File: config.mk
export PLATFORM = sky130hd
export DESIGN_NAME = light_pulse_morse_decoder
export DESIGN_NICKNAME = d
export VERILOG_FILES = /design/src/hdl/lpmd_pkg.sv /design/src/hdl/lpmd_front.sv /design/src/hdl/lpmd_queue.sv /design/src/hdl/lpmd_back.sv /design/src/hdl/light_pulse_morse_decoder.sv
export SDC_FILE = /design/constraint.sdc
export NUM_CORES = 1
export LEC_CHECK = 0
export BUFFER_PORTS_ARGS = -buffer_cell sky130_fd_sc_hd__buf_2
export CAP_MARGIN = 20
export CORE_UTILIZATION = 42
export DETAILED_ROUTE_END_ITERATION = 16
export PLACE_DENSITY = 0.66
export SETUP_SLACK_MARGIN = 0.3
export SKIP_CTS_REPAIR_TIMING = 1
export SYNTH_ARGS = -nofsm -noshare
export SYNTH_HDL_FRONTEND = slang
export SYNTH_SLANG_ARGS = --single-unit
File: constraint.sdc
create_clock -name clk -period 4.2 [get_ports clk]
set_clock_uncertainty 0.1 [all_clocks]
set_input_delay 0.42 -clock clk [delete_from_list [all_inputs] [get_ports clk]]
set_output_delay 0.42 -clock clk [all_outputs]
set_load 0.05 [all_outputs]
File: src/hdl/lpmd_pkg.sv
// Shared types, constants and the Morse lookup for the light-pulse decoder.
// Used by lpmd_front, lpmd_queue, lpmd_back and the top level.
`timescale 1ns / 1ps

package lpmd_pkg;

  localparam int unsigned RUN_W       = 20;
  localparam int unsigned SAMPLE_W    = 8;
  localparam int unsigned CODE_W      = 6;
  localparam int unsigned MAX_MARKS   = 5;
  localparam int unsigned TOTAL_W     = 3;
  localparam int unsigned CODE_COUNT  = 36;
  localparam int unsigned QUEUE_DEPTH = 2;
  localparam int unsigned QPTR_W      = 1;
  localparam int unsigned QCNT_W      = 2;
  localparam int unsigned CFG_IDX_W   = 3;

  localparam logic [SAMPLE_W-1:0] LIGHT_THRESHOLD = 8'd250;
  localparam logic [RUN_W-1:0]    RUN_MAX         = {RUN_W{1'b1}};

  typedef enum logic [CFG_IDX_W-1:0] {
    CFG_DOT_LOW         = 3'd0,
    CFG_DOT_HIGH        = 3'd1,
    CFG_DASH_LOW        = 3'd2,
    CFG_DASH_HIGH       = 3'd3,
    CFG_LETTER_GAP_LOW  = 3'd4,
    CFG_LETTER_GAP_HIGH = 3'd5,
    CFG_WORD_GAP_LOW    = 3'd6,
    CFG_WORD_GAP_HIGH   = 3'd7
  } lpmd_cfg_idx_t;

  // One closed light/dark pair handed from front to back.
  typedef struct packed {
    logic mark_vld;
    logic mark_dash;
    logic gap_vld;
    logic gap_word;
  } lpmd_evt_t;

  typedef struct packed {
    logic              vld;
    logic [CODE_W-1:0] code;
  } lpmd_sym_t;

  typedef logic [TOTAL_W-1:0]   len_tab_t  [CODE_COUNT];
  typedef logic [MAX_MARKS-1:0] bits_tab_t [CODE_COUNT];

  localparam len_tab_t CODE_LEN = '{
    3'd2, 3'd4, 3'd4, 3'd3, 3'd1, 3'd4, 3'd3, 3'd4, 3'd2, 3'd4, 3'd3, 3'd4,
    3'd2, 3'd2, 3'd3, 3'd4, 3'd4, 3'd3, 3'd3, 3'd1, 3'd3, 3'd4, 3'd3, 3'd4,
    3'd4, 3'd4,
    3'd5, 3'd5, 3'd5, 3'd5, 3'd5, 3'd5, 3'd5, 3'd5, 3'd5, 3'd5
  };

  // Bit i set means mark i is a dash.
  localparam bits_tab_t CODE_BITS = '{
    5'd2, 5'd1, 5'd5, 5'd1, 5'd0, 5'd4, 5'd3, 5'd0, 5'd0, 5'd14, 5'd5, 5'd2,
    5'd3, 5'd1, 5'd7, 5'd6, 5'd11, 5'd2, 5'd0, 5'd1, 5'd4, 5'd8, 5'd6, 5'd9,
    5'd13, 5'd3,
    5'd31, 5'd30, 5'd28, 5'd24, 5'd16, 5'd0, 5'd1, 5'd3, 5'd7, 5'd15
  };

  function automatic lpmd_sym_t morse_lookup(input logic [TOTAL_W-1:0]   total,
                                             input logic [MAX_MARKS-1:0] bits);
    lpmd_sym_t res;
    res = '0;
    for (int i = 0; i < CODE_COUNT; i++) begin
      if (!res.vld && CODE_LEN[i] == total && CODE_BITS[i] == bits) begin
        res.vld  = 1'b1;
        res.code = CODE_W'(i);
      end
    end
    return res;
  endfunction

endpackage

File: src/hdl/lpmd_front.sv
// Front end: config registers, light/dark classification and run counters.
// Emits one event per closed pair that carries a mark or a gap; uses lpmd_pkg.
`timescale 1ns / 1ps

module lpmd_front (
  input  logic                           clk,
  input  logic                           rst_n,
  input  logic                           cfg_we,
  input  logic [lpmd_pkg::CFG_IDX_W-1:0] cfg_idx,
  input  logic [lpmd_pkg::RUN_W-1:0]     cfg_wdata,
  input  logic                           smp_vld,
  input  logic [lpmd_pkg::SAMPLE_W-1:0]  smp,
  output logic                           evt_push,
  output lpmd_pkg::lpmd_evt_t            evt
);
  import lpmd_pkg::*;

  logic [RUN_W-1:0] dot_low_r, dot_high_r, dash_low_r, dash_high_r;
  logic [RUN_W-1:0] letter_low_r, letter_high_r, word_low_r, word_high_r;

  logic             dark_r,      dark_nxt;
  logic [RUN_W-1:0] light_run_r, light_run_nxt;
  logic [RUN_W-1:0] dark_run_r,  dark_run_nxt;

  logic light, is_dot, is_dash, is_letter, is_word;

  function automatic logic in_win(input logic [RUN_W-1:0] v,
                                  input logic [RUN_W-1:0] lo,
                                  input logic [RUN_W-1:0] hi);
    return (v > lo) && (v < hi);
  endfunction

  always_ff @(posedge clk) begin
    if (!rst_n) begin
      dot_low_r     <= RUN_W'(20000);
      dot_high_r    <= RUN_W'(30000);
      dash_low_r    <= RUN_W'(70000);
      dash_high_r   <= RUN_W'(80000);
      letter_low_r  <= RUN_W'(100000);
      letter_high_r <= RUN_W'(110000);
      word_low_r    <= RUN_W'(270000);
      word_high_r   <= RUN_W'(300000);
    end else if (cfg_we) begin
      unique case (lpmd_cfg_idx_t'(cfg_idx))
        CFG_DOT_LOW:         dot_low_r     <= cfg_wdata;
        CFG_DOT_HIGH:        dot_high_r    <= cfg_wdata;
        CFG_DASH_LOW:        dash_low_r    <= cfg_wdata;
        CFG_DASH_HIGH:       dash_high_r   <= cfg_wdata;
        CFG_LETTER_GAP_LOW:  letter_low_r  <= cfg_wdata;
        CFG_LETTER_GAP_HIGH: letter_high_r <= cfg_wdata;
        CFG_WORD_GAP_LOW:    word_low_r    <= cfg_wdata;
        CFG_WORD_GAP_HIGH:   word_high_r   <= cfg_wdata;
        default: ;
      endcase
    end
  end

  always_comb begin
    light     = smp < LIGHT_THRESHOLD;
    is_dot    = in_win(light_run_r, dot_low_r, dot_high_r);
    is_dash   = !is_dot && in_win(light_run_r, dash_low_r, dash_high_r);
    is_letter = in_win(dark_run_r, letter_low_r, letter_high_r);
    is_word   = !is_letter && in_win(dark_run_r, word_low_r, word_high_r);

    dark_nxt      = dark_r;
    light_run_nxt = light_run_r;
    dark_run_nxt  = dark_run_r;
    evt_push      = 1'b0;
    evt.mark_vld  = is_dot || is_dash;
    evt.mark_dash = is_dash;
    evt.gap_vld   = is_letter || is_word;
    evt.gap_word  = is_word;

    if (smp_vld) begin
      priority if (!light) begin
        dark_nxt     = 1'b1;
        dark_run_nxt = (dark_run_r == RUN_MAX) ? RUN_MAX : dark_run_r + 1'b1;
      end else if (!dark_r) begin
        light_run_nxt = (light_run_r == RUN_MAX) ? RUN_MAX : light_run_r + 1'b1;
      end else begin
        evt_push      = evt.mark_vld || evt.gap_vld;
        dark_nxt      = 1'b0;
        light_run_nxt = RUN_W'(1);
        dark_run_nxt  = '0;
      end
    end
  end

  always_ff @(posedge clk) begin
    if (!rst_n) begin
      dark_r      <= 1'b0;
      light_run_r <= '0;
      dark_run_r  <= '0;
    end else begin
      dark_r      <= dark_nxt;
      light_run_r <= light_run_nxt;
      dark_run_r  <= dark_run_nxt;
    end
  end

endmodule

File: src/hdl/lpmd_queue.sv
// Short event queue between front and back ends.
// Holds lpmd_pkg::lpmd_evt_t entries; depth from lpmd_pkg.
`timescale 1ns / 1ps

module lpmd_queue (
  input  logic                clk,
  input  logic                rst_n,
  input  logic                push,
  input  lpmd_pkg::lpmd_evt_t push_evt,
  input  logic                pop,
  output logic                not_full,
  output logic                not_empty,
  output lpmd_pkg::lpmd_evt_t head
);
  import lpmd_pkg::*;

  lpmd_evt_t         mem_r [QUEUE_DEPTH];
  logic [QPTR_W-1:0] wr_ptr_r, rd_ptr_r;
  logic [QCNT_W-1:0] count_r;
  logic              do_push, do_pop;

  function automatic logic [QPTR_W-1:0] ptr_inc(input logic [QPTR_W-1:0] p);
    return (p == QPTR_W'(QUEUE_DEPTH - 1)) ? '0 : p + 1'b1;
  endfunction

  assign not_full  = count_r != QCNT_W'(QUEUE_DEPTH);
  assign not_empty = count_r != '0;
  assign head      = mem_r[rd_ptr_r];
  assign do_push   = push && not_full;
  assign do_pop    = pop && not_empty;

  always_ff @(posedge clk) begin
    if (do_push) begin
      mem_r[wr_ptr_r] <= push_evt;
    end
  end

  always_ff @(posedge clk) begin
    if (!rst_n) begin
      wr_ptr_r <= '0;
      rd_ptr_r <= '0;
      count_r  <= '0;
    end else begin
      if (do_push) wr_ptr_r <= ptr_inc(wr_ptr_r);
      if (do_pop)  rd_ptr_r <= ptr_inc(rd_ptr_r);
      if (do_push && !do_pop) begin
        count_r <= count_r + 1'b1;
      end else if (do_pop && !do_push) begin
        count_r <= count_r - 1'b1;
      end
    end
  end

endmodule

File: src/hdl/lpmd_back.sv
// Back end: mark buffer, Morse decode and the registered result stage.
// Pops events from lpmd_queue; lookup table from lpmd_pkg.
`timescale 1ns / 1ps

module lpmd_back (
  input  logic                        clk,
  input  logic                        rst_n,
  input  logic                        evt_vld,
  input  lpmd_pkg::lpmd_evt_t         evt,
  output logic                        evt_pop,
  output logic                        out_vld,
  input  logic                        out_rdy,
  output logic                        sym_vld,
  output logic [lpmd_pkg::CODE_W-1:0] sym_code,
  output logic                        sym_word
);
  import lpmd_pkg::*;

  logic [MAX_MARKS-1:0] bits_r,  bits_nxt;
  logic [TOTAL_W-1:0]   total_r, total_nxt;
  logic                 out_vld_r;
  logic                 sym_vld_r;
  logic [CODE_W-1:0]    sym_code_r;
  logic                 sym_word_r;
  logic                 out_free, emit;
  lpmd_sym_t            sym;

  always_comb begin
    out_free  = !out_vld_r || out_rdy;
    evt_pop   = evt_vld && (!evt.gap_vld || out_free);
    emit      = evt_pop && evt.gap_vld;
    bits_nxt  = bits_r;
    total_nxt = total_r;
    if (evt.mark_vld && total_r < TOTAL_W'(MAX_MARKS)) begin
      bits_nxt[total_r] = evt.mark_dash;
      total_nxt         = total_r + 1'b1;
    end
    sym = morse_lookup(total_nxt, bits_nxt);
  end

  always_ff @(posedge clk) begin
    if (!rst_n) begin
      bits_r  <= '0;
      total_r <= '0;
    end else if (evt_pop) begin
      if (evt.gap_vld) begin
        bits_r  <= '0;
        total_r <= '0;
      end else begin
        bits_r  <= bits_nxt;
        total_r <= total_nxt;
      end
    end
  end

  always_ff @(posedge clk) begin
    if (!rst_n) begin
      out_vld_r <= 1'b0;
    end else if (emit) begin
      out_vld_r <= 1'b1;
    end else if (out_rdy) begin
      out_vld_r <= 1'b0;
    end
  end

  always_ff @(posedge clk) begin
    if (emit) begin
      sym_vld_r  <= sym.vld;
      sym_code_r <= sym.vld ? sym.code : '0;
      sym_word_r <= evt.gap_word;
    end
  end

  assign out_vld  = out_vld_r;
  assign sym_vld  = sym_vld_r;
  assign sym_code = sym_code_r;
  assign sym_word = sym_word_r;

endmodule

File: src/hdl/light_pulse_morse_decoder.sv
// Top level of the light-pulse Morse decoder: front end, event queue, back end.
// Depends on lpmd_pkg, lpmd_front, lpmd_queue and lpmd_back.
`timescale 1ns / 1ps

// One light-sensor sample is taken per cycle; in_tready stays high unless the
// two-entry event queue fills, which happens only while a result waits at the
// output. A sample below 250 is light, anything else is dark. Marks and gaps
// are classified against the eight window registers, to be written by the user
// over cfg_* only while idle; the block does not enforce this. The light sample
// closing a letter or word gap queues an event; the back end pops it once its
// result register is free and registers the decoded result. out_tuser is 1 for
// a recognized character, out_tdata holds its code (0-25 A-Z, 26-35 digits
// 0-9, 0 when not recognized) and out_tlast flags a word gap.
module light_pulse_morse_decoder (
  input  logic                           clk,
  input  logic                           rst_n,
  input  logic                           cfg_we,
  input  logic [lpmd_pkg::CFG_IDX_W-1:0] cfg_idx,
  input  logic [lpmd_pkg::RUN_W-1:0]     cfg_wdata,
  input  logic                           in_tvalid,
  output logic                           in_tready,
  input  logic [7:0]                     in_tdata,   // [7:0] light_sample
  output logic                           out_tvalid,
  input  logic                           out_tready,
  output logic [7:0]                     out_tdata,  // [5:0] symbol_code, [7:6] zero
  output logic                           out_tuser,  // [0] symbol_valid
  output logic                           out_tlast   // word_end
);
  import lpmd_pkg::*;

  logic              evt_push, q_not_full, q_not_empty, evt_pop;
  lpmd_evt_t         evt_in, evt_head;
  logic [CODE_W-1:0] sym_code;

  assign in_tready = q_not_full;

  lpmd_front u_front (
    .clk       (clk),
    .rst_n     (rst_n),
    .cfg_we    (cfg_we),
    .cfg_idx   (cfg_idx),
    .cfg_wdata (cfg_wdata),
    .smp_vld   (in_tvalid && in_tready),
    .smp       (in_tdata),
    .evt_push  (evt_push),
    .evt       (evt_in)
  );

  lpmd_queue u_queue (
    .clk       (clk),
    .rst_n     (rst_n),
    .push      (evt_push),
    .push_evt  (evt_in),
    .pop       (evt_pop),
    .not_full  (q_not_full),
    .not_empty (q_not_empty),
    .head      (evt_head)
  );

  lpmd_back u_back (
    .clk      (clk),
    .rst_n    (rst_n),
    .evt_vld  (q_not_empty),
    .evt      (evt_head),
    .evt_pop  (evt_pop),
    .out_vld  (out_tvalid),
    .out_rdy  (out_tready),
    .sym_vld  (out_tuser),
    .sym_code (sym_code),
    .sym_word (out_tlast)
  );

  assign out_tdata = {{(8 - CODE_W){1'b0}}, sym_code};

endmodule

==> key figures <==
Global route
  • Vias in the first global route: 11770
  • First-pass GRT wire length: around 62000 um
  • Total track usage: between 20% and 30%
  • Total gr overflow: 0
  • Initial antenna violation count: 5
  • Largest net degree at the start of global routing: 163

STA
  • Least-Margin Pin Slew: 1.059 ns
  • Final WS setup: 0.5728 ns
  • Unrepaired setup endpoints after global routing: false
  • Setup tns final: 0 ns
  • Final-report setup violation count: 0
  • Slew headroom: 29.16%
  • Fin crit period: 3.627 ns
  • Fmax: between 0.2 and 0.3 GHz
  • Max-slew violation count: 0
  • Fin crit share: 86.36%
  • Final Hold Vio Count: 0

Power
  • Reg power frac: 43.8%
  • Worst IR Drop VDD: 0.0003200 V
  • Clock network power share: 50.3%
  • Cell Int Power: 3.994 mW
  • Pwr Density: approximately 330 nW/um2
  • Switching pwr: 1.204 mW
  • Sw Share: 23.16%
  • Leakage: between 6 and 7 nW
  • Combinational Power Share: about 5.9%

Synthesis
  • Synth warn: 0
  • Register bit total from synthesis: approximately 230
  • Synth top cells by count: nand2_1 (345), dfxtp_1 (215), inv_1 (171)
  • Count leader, synth: nand2_1
  • Post-synth top area share: 30.72%
  • Dominant synthesized flop cell: dfxtp_1
  • Post-Syn Instances: ~1800
  • Cell Area, Synth: 14010 um2
  • Distinct cells, synth: 74
  • Post-synth EDFFs: 16
  • Area leader, netlist: dfxtp_1
  • Register area share after synthesis: 34.15%
  • Synth area leaders: dfxtp_1 (31%), ha_1 (14%), nand2_1 (9.2%), a21boi_0 (6.3%), inv_1 (4.6%)
  • Post-Syn Area per Cell: 7.983 um2
  • Share of flip-flops with an asynchronous set or reset: 0%

Clocking
  • Depth of the CTS H-tree: 1
  • Cts bufs inserted: 28
  • Sink Count: 231
  • Worst-path clk slew: about 0.060 ns
  • Clk root buf: clkbuf_16
  • CTS tree: built
  • Clock Path Buffers: 3
  • Clock latency on the worst-skew pair: 0.56 ns

Die
  • Die width: 184.6 um
  • Die area: 34090 um2
  • Starting utilization of the core area: roughly 43%
  • I/O Pins: 48
  • Die H: approximately 180 um
  • Rows: 66
  • Core area: 32700 um2

Route
  • WL/cell: 17.34 um
  • Initial DRT Pass Iterations: 6
  • DRT iter0 DRCs: 867
  • DR vias/cell: ~5.6
  • Antenna-violating nets left: 0
  • # DRC: 0
  • Routed Wire Length: about 39000 um
  • Total number of vias: 12390

Min path
  • Tightest Hold Check Type: in2reg

Worst setup path
  • Crit path cell chain: ha_1, a21o_1, a211oi_1, a21oi_1, a2111oi_0, o311ai_1, a41oi_2, ha_1, or3_1, a21boi_0
  • Crit path DAT: 4.00 ns
  • Critical path data required time: 4.57 ns
  • CP top delay family: compound AO/OA/AOI/OAI gates
  • Worst path max stage delay: roughly 0.58 ns
  • CP most frequent cell: ha_1
  • Worst-path maximum fanout: 9
  • Slowest-stage cell, CP: a2111oi_0
  • CP Launch Type: flop
  • Worst setup EP type: flop
  • Critical path class: reg2reg
  • Buffers plus inverters on the worst setup path: 0

Placed design
  • Worst slack, placed: 0.3967 ns
  • Post-DP HPWL: between 20000 and 30000 um
  • Routability cong.: 0.8890
  • IO Port Bufs: 44

Cells and area
  • Share of post-route cells with drive strength above 1: 7.839%
  • Nets@finish: a little under 2000
  • Area grow syn2layout: 11.78%

Run status
  • Outcome: finished clean

Job
  • Max-cap viol count: 0
## cells in the final DEF (no fill, tap or decap), types with 19 or more instances in the layout
cell,count
nor2b_1,32
nor2_1,60
nand3_1,38
a22o_1,19
nand4_1,28
buf_2,43
o21ai_0,95
a21o_1,28
nand2b_1,21
clkbuf_16,28
a21boi_0,117
nand2_1,345
ha_1,160
inv_1,171
dfxtp_1,214
buf_4,20
a21oi_1,67
o211ai_1,60
## final cells by class
cell class,instances,area [um2]
clock buffer,39,802.0
fill,3186,17040
antenna,3,7.507
clock inverter,13,201.4
timing repair buffer,67,426.7
inverter,171,641.9
tap,442,553.0
sequential,231,4786
multi-input combinational,1265,8242
## routing by layer
metal / share of wire, % / global-route usage [%] / vias to the layer above
met5: 0.080 / 0 / -
met4: 2.3 / 6.017 / 4
met3: 5.3 / 3.517 / 70
met2: 45 / 38.49 / 326
met1: 47 / 30.96 / 5831
li1: - / - / 6154
## worst reg2reg max path, cell delays in order, from the launching register on
cell,delay (ns)
dfxtp_1,0.53
ha_1,0.31
a21o_1,0.18
a211oi_1,0.25
a21oi_1,0.12
a2111oi_0,0.58
o311ai_1,0.36
a41oi_2,0.30
ha_1,0.31
or3_1,0.35
a21boi_0,0.16
## stage by stage
step | util (%) | hold WS (ns) | std cells | total power [mW] | instance area, um2
floorplan | - | 0.3389 | 1756 | 2.526 | 14010
global placement | 44.62 | 0.3513 | 2172 | 2.618 | 14590
detailed placement | 44.62 | 0.3571 | 2172 | 2.628 | 14590
CTS | 47.69 | 0.08574 | 2224 | 5.245 | 15590
global route | 47.87 | 0.1059 | 2228 | 5.374 | 15650
finish | 47.89 | 0.1061 | 2231 | 5.197 | 15660
## power groups by stage
stage	Clock, mW	Sequential [mW]	Combinational, mW
floorplan	0	2.32	0.210
global placement	0	2.32	0.296
detailed placement	0	2.32	0.305
CTS	2.66	2.27	0.308
global route	2.75	2.28	0.344
finish	2.61	2.28	0.309
## final timing paths
kind | start | end | cells after the start | slack [ns]
max | u_front.light_run_r[14] | u_queue.count_r[1] | 10 | 0.57
min | cfg_wdata[2] | u_front.dot_low_r[2] | 3 | 0.11
max reg2reg | u_front.light_run_r[14] | u_queue.count_r[1] | 10 | 0.57
min reg2reg | u_front.dash_low_r[13] | u_front.dash_low_r[13] | 2 | 0.36
## flip-flops by register name, summed over array words and instances, names as in the netlist, 5 cells and up, named ones only
register	count
u_front.word_high_r	20
u_front.dot_high_r	20
u_back.bits_r	5
u_front.letter_low_r	20
u_front.light_run_r	20
u_queue.mem_r	8
u_front.dash_high_r	20
u_front.dark_run_r	20
u_front.letter_high_r	20
u_back.sym_code	6
u_front.word_low_r	20
u_front.dot_low_r	20
u_front.dash_low_r	20
## cell families after synthesis
logic type,after synthesis,synth area share [%]
multiplexers,13,1.054
AO/OA/AOI/OAI,485,23.63
buffers and inverters,260,7.270
adder cells (fa/ha/maj),160,14.29
other,1,0.02677
XOR/XNOR,3,0.1876
flip-flops,231,34.15
AND/OR/NAND/NOR,602,19.39
(Power assumes the default switching activity.)
